[src/rtl/ctsc_pkg.sv]
// Shared types, event codes and segment table for the clock time-setting controller.
// No dependencies; ctsc_evt_if, ctsc_step and the top level use this package.
package ctsc_pkg;

  localparam int FUNC_W = 3;

  localparam logic [FUNC_W-1:0] FUNC_IGNORE = 3'd0;
  localparam logic [FUNC_W-1:0] FUNC_SET    = 3'd1;
  localparam logic [FUNC_W-1:0] FUNC_INC    = 3'd2;
  localparam logic [FUNC_W-1:0] FUNC_DEC    = 3'd3;
  localparam logic [FUNC_W-1:0] FUNC_READ   = 3'd4;

  localparam logic [7:0] HOURS_12H_FLAG = 8'h40;
  localparam logic [7:0] HOURS_TENS_BIT = 8'h10;
  localparam logic [7:0] SEG_DP         = 8'h80;
  localparam logic [7:0] SEG_BLANK      = 8'h00;

  typedef enum logic [1:0] {
    MODE_RUN   = 2'd0,
    MODE_HOURS = 2'd1,
    MODE_MTENS = 2'd2,
    MODE_MONES = 2'd3
  } mode_t;

  typedef struct packed {
    mode_t      mode;
    logic       cur_hour_tens;
    logic [3:0] cur_hour_ones;
    logic [3:0] cur_minute_tens;
    logic [3:0] cur_minute_ones;
    logic [4:0] scratch_hours;
    logic [3:0] scratch_minute_tens;
    logic [3:0] scratch_minute_ones;
    logic       changed;
  } ctsc_state_t;

  typedef struct packed {
    logic [1:0]  mode_now;
    logic        write_request;
    logic [7:0]  write_minutes_byte;
    logic [7:0]  write_hours_byte;
    logic        redraw;
    logic        hour_tens_digit;
    logic [3:0]  hour_ones_digit;
    logic [3:0]  minute_tens_digit;
    logic [3:0]  minute_ones_digit;
    logic [7:0]  seg_set_hour_tens;
    logic [7:0]  seg_set_hour_ones;
    logic [15:0] seg_set_minutes;
  } ctsc_result_t;

  // Seven-segment code of one decimal digit; anything above nine is blank.
  function automatic logic [7:0] seg_of(input logic [4:0] d);
    logic [7:0] code;
    unique case (d)
      5'd0:    code = 8'h5F;
      5'd1:    code = 8'h06;
      5'd2:    code = 8'h3B;
      5'd3:    code = 8'h2F;
      5'd4:    code = 8'h66;
      5'd5:    code = 8'h6D;
      5'd6:    code = 8'h7D;
      5'd7:    code = 8'h07;
      5'd8:    code = 8'h7F;
      5'd9:    code = 8'h6F;
      default: code = SEG_BLANK;
    endcase
    return code;
  endfunction

endpackage

[src/rtl/ctsc_evt_if.sv]
// Event channel: valid/ready handshake carrying one controller event.
// Depends on ctsc_pkg for the event code width.
interface ctsc_evt_if;
  logic                         valid;
  logic                         ready;
  logic [ctsc_pkg::FUNC_W-1:0]  func;
  logic [7:0]                   read_minutes_byte;
  logic [7:0]                   read_hours_byte;

  modport source (output valid, func, read_minutes_byte, read_hours_byte, input ready);
  modport sink   (input valid, func, read_minutes_byte, read_hours_byte, output ready);
endinterface

[src/rtl/ctsc_res_if.sv]
// Result channel: valid/ready handshake carrying the state and display codes after an event.
// No package dependency; field widths are fixed.
interface ctsc_res_if;
  logic        valid;
  logic        ready;
  logic [1:0]  mode_now;
  logic        write_request;
  logic [7:0]  write_minutes_byte;
  logic [7:0]  write_hours_byte;
  logic        redraw;
  logic        hour_tens_digit;
  logic [3:0]  hour_ones_digit;
  logic [3:0]  minute_tens_digit;
  logic [3:0]  minute_ones_digit;
  logic [7:0]  seg_set_hour_tens;
  logic [7:0]  seg_set_hour_ones;
  logic [15:0] seg_set_minutes;

  modport source (output valid, mode_now, write_request, write_minutes_byte, write_hours_byte,
                  redraw, hour_tens_digit, hour_ones_digit, minute_tens_digit,
                  minute_ones_digit, seg_set_hour_tens, seg_set_hour_ones, seg_set_minutes,
                  input ready);
  modport sink   (input valid, mode_now, write_request, write_minutes_byte, write_hours_byte,
                  redraw, hour_tens_digit, hour_ones_digit, minute_tens_digit,
                  minute_ones_digit, seg_set_hour_tens, seg_set_hour_ones, seg_set_minutes,
                  output ready);
endinterface

[src/rtl/ctsc_step.sv]
// Combinational next-state and result logic for one event.
// Depends on ctsc_pkg for the state and result structs and the segment table.
module ctsc_step (
  input  ctsc_pkg::ctsc_state_t              state,
  input  logic [ctsc_pkg::FUNC_W-1:0]        func,
  input  logic [7:0]                         read_minutes_byte,
  input  logic [7:0]                         read_hours_byte,
  output ctsc_pkg::ctsc_state_t              state_next,
  output ctsc_pkg::ctsc_result_t             result
);
  import ctsc_pkg::*;

  logic [4:0] sh;
  logic [7:0] wr_hours;
  logic [7:0] wr_minutes;
  logic       wr_req;
  logic       take;
  logic [7:0] take_mb;
  logic [7:0] take_hb;
  logic [4:0] nh;
  logic [4:0] nh_ones;

  assign sh         = state.scratch_hours;
  assign wr_minutes = {state.scratch_minute_tens, state.scratch_minute_ones};
  assign wr_hours   = (sh >= 5'd10) ?
                      ((HOURS_12H_FLAG | HOURS_TENS_BIT) | ({3'b000, sh} - 8'd10)) :
                      (HOURS_12H_FLAG | {3'b000, sh});

  always_comb begin
    state_next = state;
    wr_req     = 1'b0;
    take       = 1'b0;
    take_mb    = read_minutes_byte;
    take_hb    = read_hours_byte;
    unique case (func)
      FUNC_SET: begin
        unique case (state.mode)
          MODE_RUN: begin
            state_next.mode                = MODE_HOURS;
            state_next.scratch_minute_tens = state.cur_minute_tens;
            state_next.scratch_minute_ones = state.cur_minute_ones;
            state_next.scratch_hours       = (state.cur_hour_tens ? 5'd10 : 5'd0) +
                                             {1'b0, state.cur_hour_ones};
          end
          MODE_HOURS: state_next.mode = MODE_MTENS;
          MODE_MTENS: state_next.mode = MODE_MONES;
          MODE_MONES: begin
            // The written time is taken as current without waiting for a read-back.
            state_next.mode = MODE_RUN;
            wr_req          = 1'b1;
            take            = 1'b1;
            take_mb         = wr_minutes;
            take_hb         = wr_hours;
          end
          default: state_next.mode = state.mode;
        endcase
      end
      FUNC_INC: begin
        unique case (state.mode)
          MODE_HOURS: state_next.scratch_hours = (sh >= 5'd12) ? 5'd1 : sh + 5'd1;
          MODE_MTENS: state_next.scratch_minute_tens = (state.scratch_minute_tens >= 4'd5) ?
                                                       4'd0 : state.scratch_minute_tens + 4'd1;
          MODE_MONES: state_next.scratch_minute_ones = (state.scratch_minute_ones >= 4'd9) ?
                                                       4'd0 : state.scratch_minute_ones + 4'd1;
          default: state_next.scratch_hours = sh;
        endcase
      end
      FUNC_DEC: begin
        unique case (state.mode)
          MODE_HOURS: state_next.scratch_hours = (sh <= 5'd1 || sh > 5'd12) ? 5'd12 : sh - 5'd1;
          MODE_MTENS: state_next.scratch_minute_tens =
                        (state.scratch_minute_tens == 4'd0 || state.scratch_minute_tens > 4'd5) ?
                        4'd5 : state.scratch_minute_tens - 4'd1;
          MODE_MONES: state_next.scratch_minute_ones =
                        (state.scratch_minute_ones == 4'd0 || state.scratch_minute_ones > 4'd9) ?
                        4'd9 : state.scratch_minute_ones - 4'd1;
          default: state_next.scratch_hours = sh;
        endcase
      end
      FUNC_READ: take = 1'b1;
      default:   take = 1'b0;
    endcase

    if (take) begin
      state_next.cur_minute_tens = take_mb[7:4];
      state_next.cur_minute_ones = take_mb[3:0];
      state_next.cur_hour_tens   = take_hb[4];
      state_next.cur_hour_ones   = take_hb[3:0];
      // A finished set always forces a redraw.
      state_next.changed = wr_req ||
                           take_mb[7:4] != state.cur_minute_tens ||
                           take_mb[3:0] != state.cur_minute_ones ||
                           take_hb[4]   != state.cur_hour_tens ||
                           take_hb[3:0] != state.cur_hour_ones;
    end
  end

  assign nh      = state_next.scratch_hours;
  assign nh_ones = (nh >= 5'd10) ? nh - 5'd10 : nh;

  always_comb begin
    result.mode_now           = state_next.mode;
    result.write_request      = wr_req;
    result.write_minutes_byte = wr_req ? wr_minutes : 8'h00;
    result.write_hours_byte   = wr_req ? wr_hours : 8'h00;
    result.redraw             = (state_next.mode != MODE_RUN) || state_next.changed;
    result.hour_tens_digit    = state_next.cur_hour_tens;
    result.hour_ones_digit    = state_next.cur_hour_ones;
    result.minute_tens_digit  = state_next.cur_minute_tens;
    result.minute_ones_digit  = state_next.cur_minute_ones;
    result.seg_set_hour_tens  = (nh >= 5'd10) ? seg_of(5'd1) : SEG_BLANK;
    result.seg_set_hour_ones  = seg_of(nh_ones) | SEG_DP;
    result.seg_set_minutes    = {seg_of({1'b0, state_next.scratch_minute_tens}),
                                 seg_of({1'b0, state_next.scratch_minute_ones})};
  end

endmodule

[src/rtl/clock_time_setting_controller.sv]
// Top level of the clock time-setting controller: input register, state registers and result
// register around ctsc_step. Depends on ctsc_pkg, ctsc_evt_if, ctsc_res_if and ctsc_step.
//
// One event request is taken every clock cycle while the input register is free or advancing,
// and each gives exactly one result request. An event is held in the input register, then
// ctsc_step works out the new state and the display codes, which land in the result register
// together with the state update. The result register stalls only the input register behind
// it: while a result waits to be taken, one more event is still accepted.
module clock_time_setting_controller (
  input logic       clk,
  input logic       rst,
  ctsc_evt_if.sink   evt,
  ctsc_res_if.source res
);
  import ctsc_pkg::*;

  logic                s1_valid;
  logic [FUNC_W-1:0]   s1_func;
  logic [7:0]          s1_minutes;
  logic [7:0]          s1_hours;
  logic                advance;
  logic                out_valid;
  ctsc_state_t         state;
  ctsc_state_t         state_next;
  ctsc_result_t        result_next;
  ctsc_result_t        result;

  assign advance   = s1_valid && (!out_valid || res.ready);
  assign evt.ready = !s1_valid || advance;

  ctsc_step u_step (
    .state             (state),
    .func              (s1_func),
    .read_minutes_byte (s1_minutes),
    .read_hours_byte   (s1_hours),
    .state_next        (state_next),
    .result            (result_next)
  );

  always_ff @(posedge clk) begin
    if (rst) begin
      s1_valid  <= 1'b0;
      out_valid <= 1'b0;
      state     <= '0;
    end else begin
      if (evt.valid && evt.ready) begin
        s1_valid <= 1'b1;
      end else if (advance) begin
        s1_valid <= 1'b0;
      end
      if (advance) begin
        out_valid <= 1'b1;
        state     <= state_next;
      end else if (res.ready) begin
        out_valid <= 1'b0;
      end
    end
  end

  always_ff @(posedge clk) begin
    if (evt.valid && evt.ready) begin
      s1_func    <= evt.func;
      s1_minutes <= evt.read_minutes_byte;
      s1_hours   <= evt.read_hours_byte;
    end
    if (advance) begin
      result <= result_next;
    end
  end

  assign res.valid              = out_valid;
  assign res.mode_now           = result.mode_now;
  assign res.write_request      = result.write_request;
  assign res.write_minutes_byte = result.write_minutes_byte;
  assign res.write_hours_byte   = result.write_hours_byte;
  assign res.redraw             = result.redraw;
  assign res.hour_tens_digit    = result.hour_tens_digit;
  assign res.hour_ones_digit    = result.hour_ones_digit;
  assign res.minute_tens_digit  = result.minute_tens_digit;
  assign res.minute_ones_digit  = result.minute_ones_digit;
  assign res.seg_set_hour_tens  = result.seg_set_hour_tens;
  assign res.seg_set_hour_ones  = result.seg_set_hour_ones;
  assign res.seg_set_minutes    = result.seg_set_minutes;

`ifndef SYNTHESIS
  // A write request ends the set sequence and always asks for a redraw.
  a_write_ends_set: assert property (@(posedge clk) disable iff (rst)
    out_valid && result.write_request |-> result.mode_now == MODE_RUN && result.redraw)
    else $error("write request without return to clock mode");

  // The time taken as current is the time written to the clock chip.
  a_write_is_current: assert property (@(posedge clk) disable iff (rst)
    out_valid && result.write_request |->
      result.hour_ones_digit == result.write_hours_byte[3:0] &&
      result.hour_tens_digit == result.write_hours_byte[4] &&
      result.minute_tens_digit == result.write_minutes_byte[7:4] &&
      result.minute_ones_digit == result.write_minutes_byte[3:0] &&
      result.write_hours_byte[6])
    else $error("current time differs from written time");

  // Any set mode keeps the display redrawing.
  a_set_redraws: assert property (@(posedge clk) disable iff (rst)
    out_valid && result.mode_now != MODE_RUN |-> result.redraw)
    else $error("set mode without redraw");

  // The state only moves when a result is produced.
  a_state_on_advance: assert property (@(posedge clk) disable iff (rst)
    !advance |=> $stable(state))
    else $error("state changed without an event");

  // A held event reaches the result register before a new one replaces it.
  a_no_overwrite: assert property (@(posedge clk) disable iff (rst)
    s1_valid && !advance |-> !evt.ready)
    else $error("input register would be overwritten");
`endif

endmodule
[src/flat_wrapper.sv]
// flat-port wrapper written by rule: the top's interface ports become plain ports
module clock_time_setting_controller_flat import ctsc_pkg::*;
  (clk, rst, evt_valid, evt_func, evt_read_minutes_byte, evt_read_hours_byte, evt_ready, res_valid, res_mode_now, res_write_request, res_write_minutes_byte, res_write_hours_byte, res_redraw, res_hour_tens_digit, res_hour_ones_digit, res_minute_tens_digit, res_minute_ones_digit, res_seg_set_hour_tens, res_seg_set_hour_ones, res_seg_set_minutes, res_ready);
  ctsc_evt_if evt_i ();
  ctsc_res_if res_i ();
  input logic clk;
  input logic rst;
  input wire logic [$bits(evt_i.valid)-1:0] evt_valid;
  input wire logic [$bits(evt_i.func)-1:0] evt_func;
  input wire logic [$bits(evt_i.read_minutes_byte)-1:0] evt_read_minutes_byte;
  input wire logic [$bits(evt_i.read_hours_byte)-1:0] evt_read_hours_byte;
  output wire logic [$bits(evt_i.ready)-1:0] evt_ready;
  output wire logic [$bits(res_i.valid)-1:0] res_valid;
  output wire logic [$bits(res_i.mode_now)-1:0] res_mode_now;
  output wire logic [$bits(res_i.write_request)-1:0] res_write_request;
  output wire logic [$bits(res_i.write_minutes_byte)-1:0] res_write_minutes_byte;
  output wire logic [$bits(res_i.write_hours_byte)-1:0] res_write_hours_byte;
  output wire logic [$bits(res_i.redraw)-1:0] res_redraw;
  output wire logic [$bits(res_i.hour_tens_digit)-1:0] res_hour_tens_digit;
  output wire logic [$bits(res_i.hour_ones_digit)-1:0] res_hour_ones_digit;
  output wire logic [$bits(res_i.minute_tens_digit)-1:0] res_minute_tens_digit;
  output wire logic [$bits(res_i.minute_ones_digit)-1:0] res_minute_ones_digit;
  output wire logic [$bits(res_i.seg_set_hour_tens)-1:0] res_seg_set_hour_tens;
  output wire logic [$bits(res_i.seg_set_hour_ones)-1:0] res_seg_set_hour_ones;
  output wire logic [$bits(res_i.seg_set_minutes)-1:0] res_seg_set_minutes;
  input wire logic [$bits(res_i.ready)-1:0] res_ready;
  assign evt_i.valid = evt_valid;
  assign evt_i.func = evt_func;
  assign evt_i.read_minutes_byte = evt_read_minutes_byte;
  assign evt_i.read_hours_byte = evt_read_hours_byte;
  assign evt_ready = evt_i.ready;
  assign res_valid = res_i.valid;
  assign res_mode_now = res_i.mode_now;
  assign res_write_request = res_i.write_request;
  assign res_write_minutes_byte = res_i.write_minutes_byte;
  assign res_write_hours_byte = res_i.write_hours_byte;
  assign res_redraw = res_i.redraw;
  assign res_hour_tens_digit = res_i.hour_tens_digit;
  assign res_hour_ones_digit = res_i.hour_ones_digit;
  assign res_minute_tens_digit = res_i.minute_tens_digit;
  assign res_minute_ones_digit = res_i.minute_ones_digit;
  assign res_seg_set_hour_tens = res_i.seg_set_hour_tens;
  assign res_seg_set_hour_ones = res_i.seg_set_hour_ones;
  assign res_seg_set_minutes = res_i.seg_set_minutes;
  assign res_i.ready = res_ready;
  clock_time_setting_controller u_core (.clk(clk), .rst(rst), .evt(evt_i), .res(res_i));
endmodule
[config.mk]
export PLATFORM = sky130hd
export DESIGN_NAME = clock_time_setting_controller_flat
export DESIGN_NICKNAME = d
export VERILOG_FILES = /design/src/rtl/ctsc_pkg.sv /design/src/rtl/ctsc_evt_if.sv /design/src/rtl/ctsc_res_if.sv /design/src/rtl/ctsc_step.sv /design/src/rtl/clock_time_setting_controller.sv /design/src/flat_wrapper.sv
export SDC_FILE = /design/constraint.sdc
export NUM_CORES = 1
export LEC_CHECK = 0
export BUFFER_PORTS_ARGS = -buffer_cell sky130_fd_sc_hd__buf_4
export CAP_MARGIN = 0
export CORE_ASPECT_RATIO = 0.75
export CORE_MARGIN = 8
export CORE_UTILIZATION = 43
export CTS_CLUSTER_SIZE = 14
export DETAILED_ROUTE_END_ITERATION = 7
export SETUP_SLACK_MARGIN = 0.02
export SYNTH_ARGS = -nofsm -noshare
export SYNTH_HDL_FRONTEND = slang
export SYNTH_HIERARCHICAL = 1
export SYNTH_SLANG_ARGS = --single-unit
[constraint.sdc]
create_clock -name clk -period 8.35 [get_ports clk]
set_input_delay 1.67 -clock clk [delete_from_list [all_inputs] [get_ports clk]]
set_output_delay 1.67 -clock clk [all_outputs]
set_load 0.05 [all_outputs]
==> key figures <==
Run status
  – Status: complete, no violations

Critical path
  – Crit path kind: flop to flop
  – Critical path's slowest cell: dfxtp_1
  – CP endpoint kind: flop
  – Critical path cell sequence: inv_1 -> ha_1 -> a21boi_2 -> o21ba_1 -> o311ai_2 -> o2111a_1 -> inv_1 -> ha_1 -> o21a_1 -> nand2_1 -> and2_1 -> inv_1 -> ha_1 -> o211ai_1 -> a21oi_1
  – Largest stage delay, worst path: 0.65 ns
  – Arr. time, crit path: between 4 and 5 ns
  – Worst setup SP type: flop
  – Critical path required time: 8.46 ns
  – Worst-path maximum fanout: 16

Synth
  – Ys Warns: 6
  – Mapped cell area: 6920 um^2
  – Average cell area after synthesis: 10.1 um^2
  – Cells after Synth: between 600 and 700

Die
  – Core ar.: 15,900 um^2
  – IO Pins: 90
  – Die Height: 126 um
  – Die width: 162 um
  – Core Rows: 40
  – Die area: 20,500 um^2
  – Starting density of the core: 43.6%

Routing
  – Drt drc: 0
  – First drt pass iteration count: 7
  – Antenna Violating Nets Remaining: 0
  – Total Wirelength: between 15 and 20 mm
  – Vias: 5,018
  – DR iter-0 viols: 409
  – Routed wire per std cell: between 15 and 20 um
  – Post-DR vias/cell: 5.33

STA
  – RSZ-0062 raised after global routing: false
  – Slew HR: around 36%
  – Worst slew pin tran: around 0.97 ns
  – Final setup fails: 0
  – Max-slew violation count: 0
  – Final hold violations: 0
  – F_max: roughly 240 MHz
  – Final TNS setup: 0 ns
  – Skew final: between 0.009 and 0.01 ns
  – Final worst-path cycle share: approximately 49%
  – Clock period minus worst slack: between 4 and 5 ns

Clocking
  – H-Tree Depth: 3
  – Max clock buf depth: 2
  – CTS tree: yes
  – Num CTS Buffers: 9
  – CTS Hold Bufs: 0
  – Clk Latency, worst-skew pair: ~0.36 ns
  – Number of post-CTS setup repair buffers: 0
  – Clock Root Buffer: clkbuf_16
  – Clock sinks: between 100 and 150
  – Worst-path clk slew: 0.07 ns
  – Post-CTS sizing: 0

Place
  – HPWL after DPL: 10.9 mm
  – Gpl congestion: 0.866
  – Buffers added on ports: 86

Global routing
  – Tot GR Track Use: 14.8%
  – Largest net degree at the start of global routing: 61
  – Antenna violations before repair: 0
  – Grt total ovfl: 0
  – First-pass GRT wire length: 24.5 mm
  – Vias in the first global route: 4,799

Power
  – Leakage Power: 2.98 nW
  – Worst VDD drop: 78.2 uV
  – Total design power: 0.00122 W
  – Power Dens Cells: 158 nW/um^2

Cells and area
  – Nets: 789
  – Area Overhead vs Synth: 11.4%
  – Share of layout cells above drive strength 1: between 10% and 20%
  – Antenna diodes: 0

Job
  – Number of max-cap violations: 0

Hold path
  – Hold Crit Class: flop to flop
report_power, final:
| group | total (W) | internal (W) | switching, W |
|---|---|---|---|
| combinational | 0.000189 | 0.0000650 | 0.000124 |
| clock | 0.000394 | 0.000200 | 0.000194 |
| sequential | 0.000637 | 0.000621 | 0.0000153 |
critical path: cells and delay by family (launching register included):
kind / cells / cell delay (ns)
simple gates: 2 / 0.28
compound gates: 7 / 1.73
fa+ha+maj: 3 / 0.79
flops: 1 / 0.65
buf+inv: 3 / 0.43
layout by cell type, fill, tap and decap left out, types with 3 or more instances in the layout:
cell	instances
buf_4	91
edfxtp_1	81
nand2b_1	64
mux2i_1	47
nand2_1	43
nor2_1	43
a21oi_1	42
inv_1	39
ha_1	39
o21ai_0	32
dfxtp_1	31
nand3_1	15
nor3_1	13
o21bai_1	13
clkbuf_16	9
conb_1	9
xor2_1	8
xnor2_1	7
o22ai_1	6
a211oi_1	6
o31ai_1	5
nand3b_1	4
nand4_1	4
o21a_1	4
and2_1	4
nor2b_1	3
o211ai_1	3
a31oi_1	3
a21boi_0	3
o311ai_0	3
a22oi_1	3
or3_1	3
nor4_1	3
final timing paths:
check | from | to | slack (ns) | depth (start not counted)
min | u_core/state[0] | u_core/state[0] | 0.48 | 2
max reg2reg | u_core/state[11] | u_core/res.seg_set_hour_ones[6] | 4.22 | 15
max | u_core/state[11] | u_core/res.seg_set_hour_ones[6] | 4.22 | 15
min reg2reg | u_core/state[0] | u_core/state[0] | 0.48 | 2
layer usage:
metal	up-vias	track usage (%)	wire length (um)
met5	-	0	0
met4	0	5.00	219
met3	16	3.74	877
met2	126	23.4	6980
met1	2408	19.2	7090
li1	2468	-	-
stage by stage:
step           hold slack (ns)  utilization, %  instance area, um^2  setup WS (ns)  cells
2_1_floorplan            0.445               -                 6950           4.58    690
3_3_place_gp             0.459            46.9                 7440           4.30    926
3_5_place_dp             0.470            46.9                 7440           4.26    926
4_1_cts                  0.482            48.6                 7710           4.25    942
5_1_grt                  0.504            48.6                 7710           3.89    942
6_report                 0.476            48.6                 7710           4.22    942
sequential cells by signal, indices dropped and copies added (netlist names):
signal / flops
u_core/res.seg_set_hour_ones: 8
u_core/res.write_minutes_byte: 8
u_core/res.mode_now: 2
u_core/s1_minutes: 8
u_core/s1_func: 3
u_core/s1_hours: 5
u_core/res.minute_ones_digit: 4
u_core/res.seg_set_hour_tens: 8
u_core/res.hour_ones_digit: 4
u_core/res.valid: 1
u_core/s1_valid: 1
u_core/res.write_request: 1
u_core/res.hour_tens_digit: 1
u_core/res.minute_tens_digit: 4
u_core/res.redraw: 1
u_core/res.seg_set_minutes: 16
u_core/state: 29
u_core/res.write_hours_byte: 8
layout make-up:
| cell class | count | area (um^2) |
|---|---|---|
| inverters | 39 | 146 |
| flip-flops and latches | 112 | 3050 |
| clock buffers | 10 | 229 |
| fillers | 1447 | 8160 |
| multi-input cells | 474 | 3300 |
| repair buffers | 91 | 683 |
| clock inverters | 6 | 36.3 |
| well taps | 210 | 263 |
(Power assumes the default switching activity.)
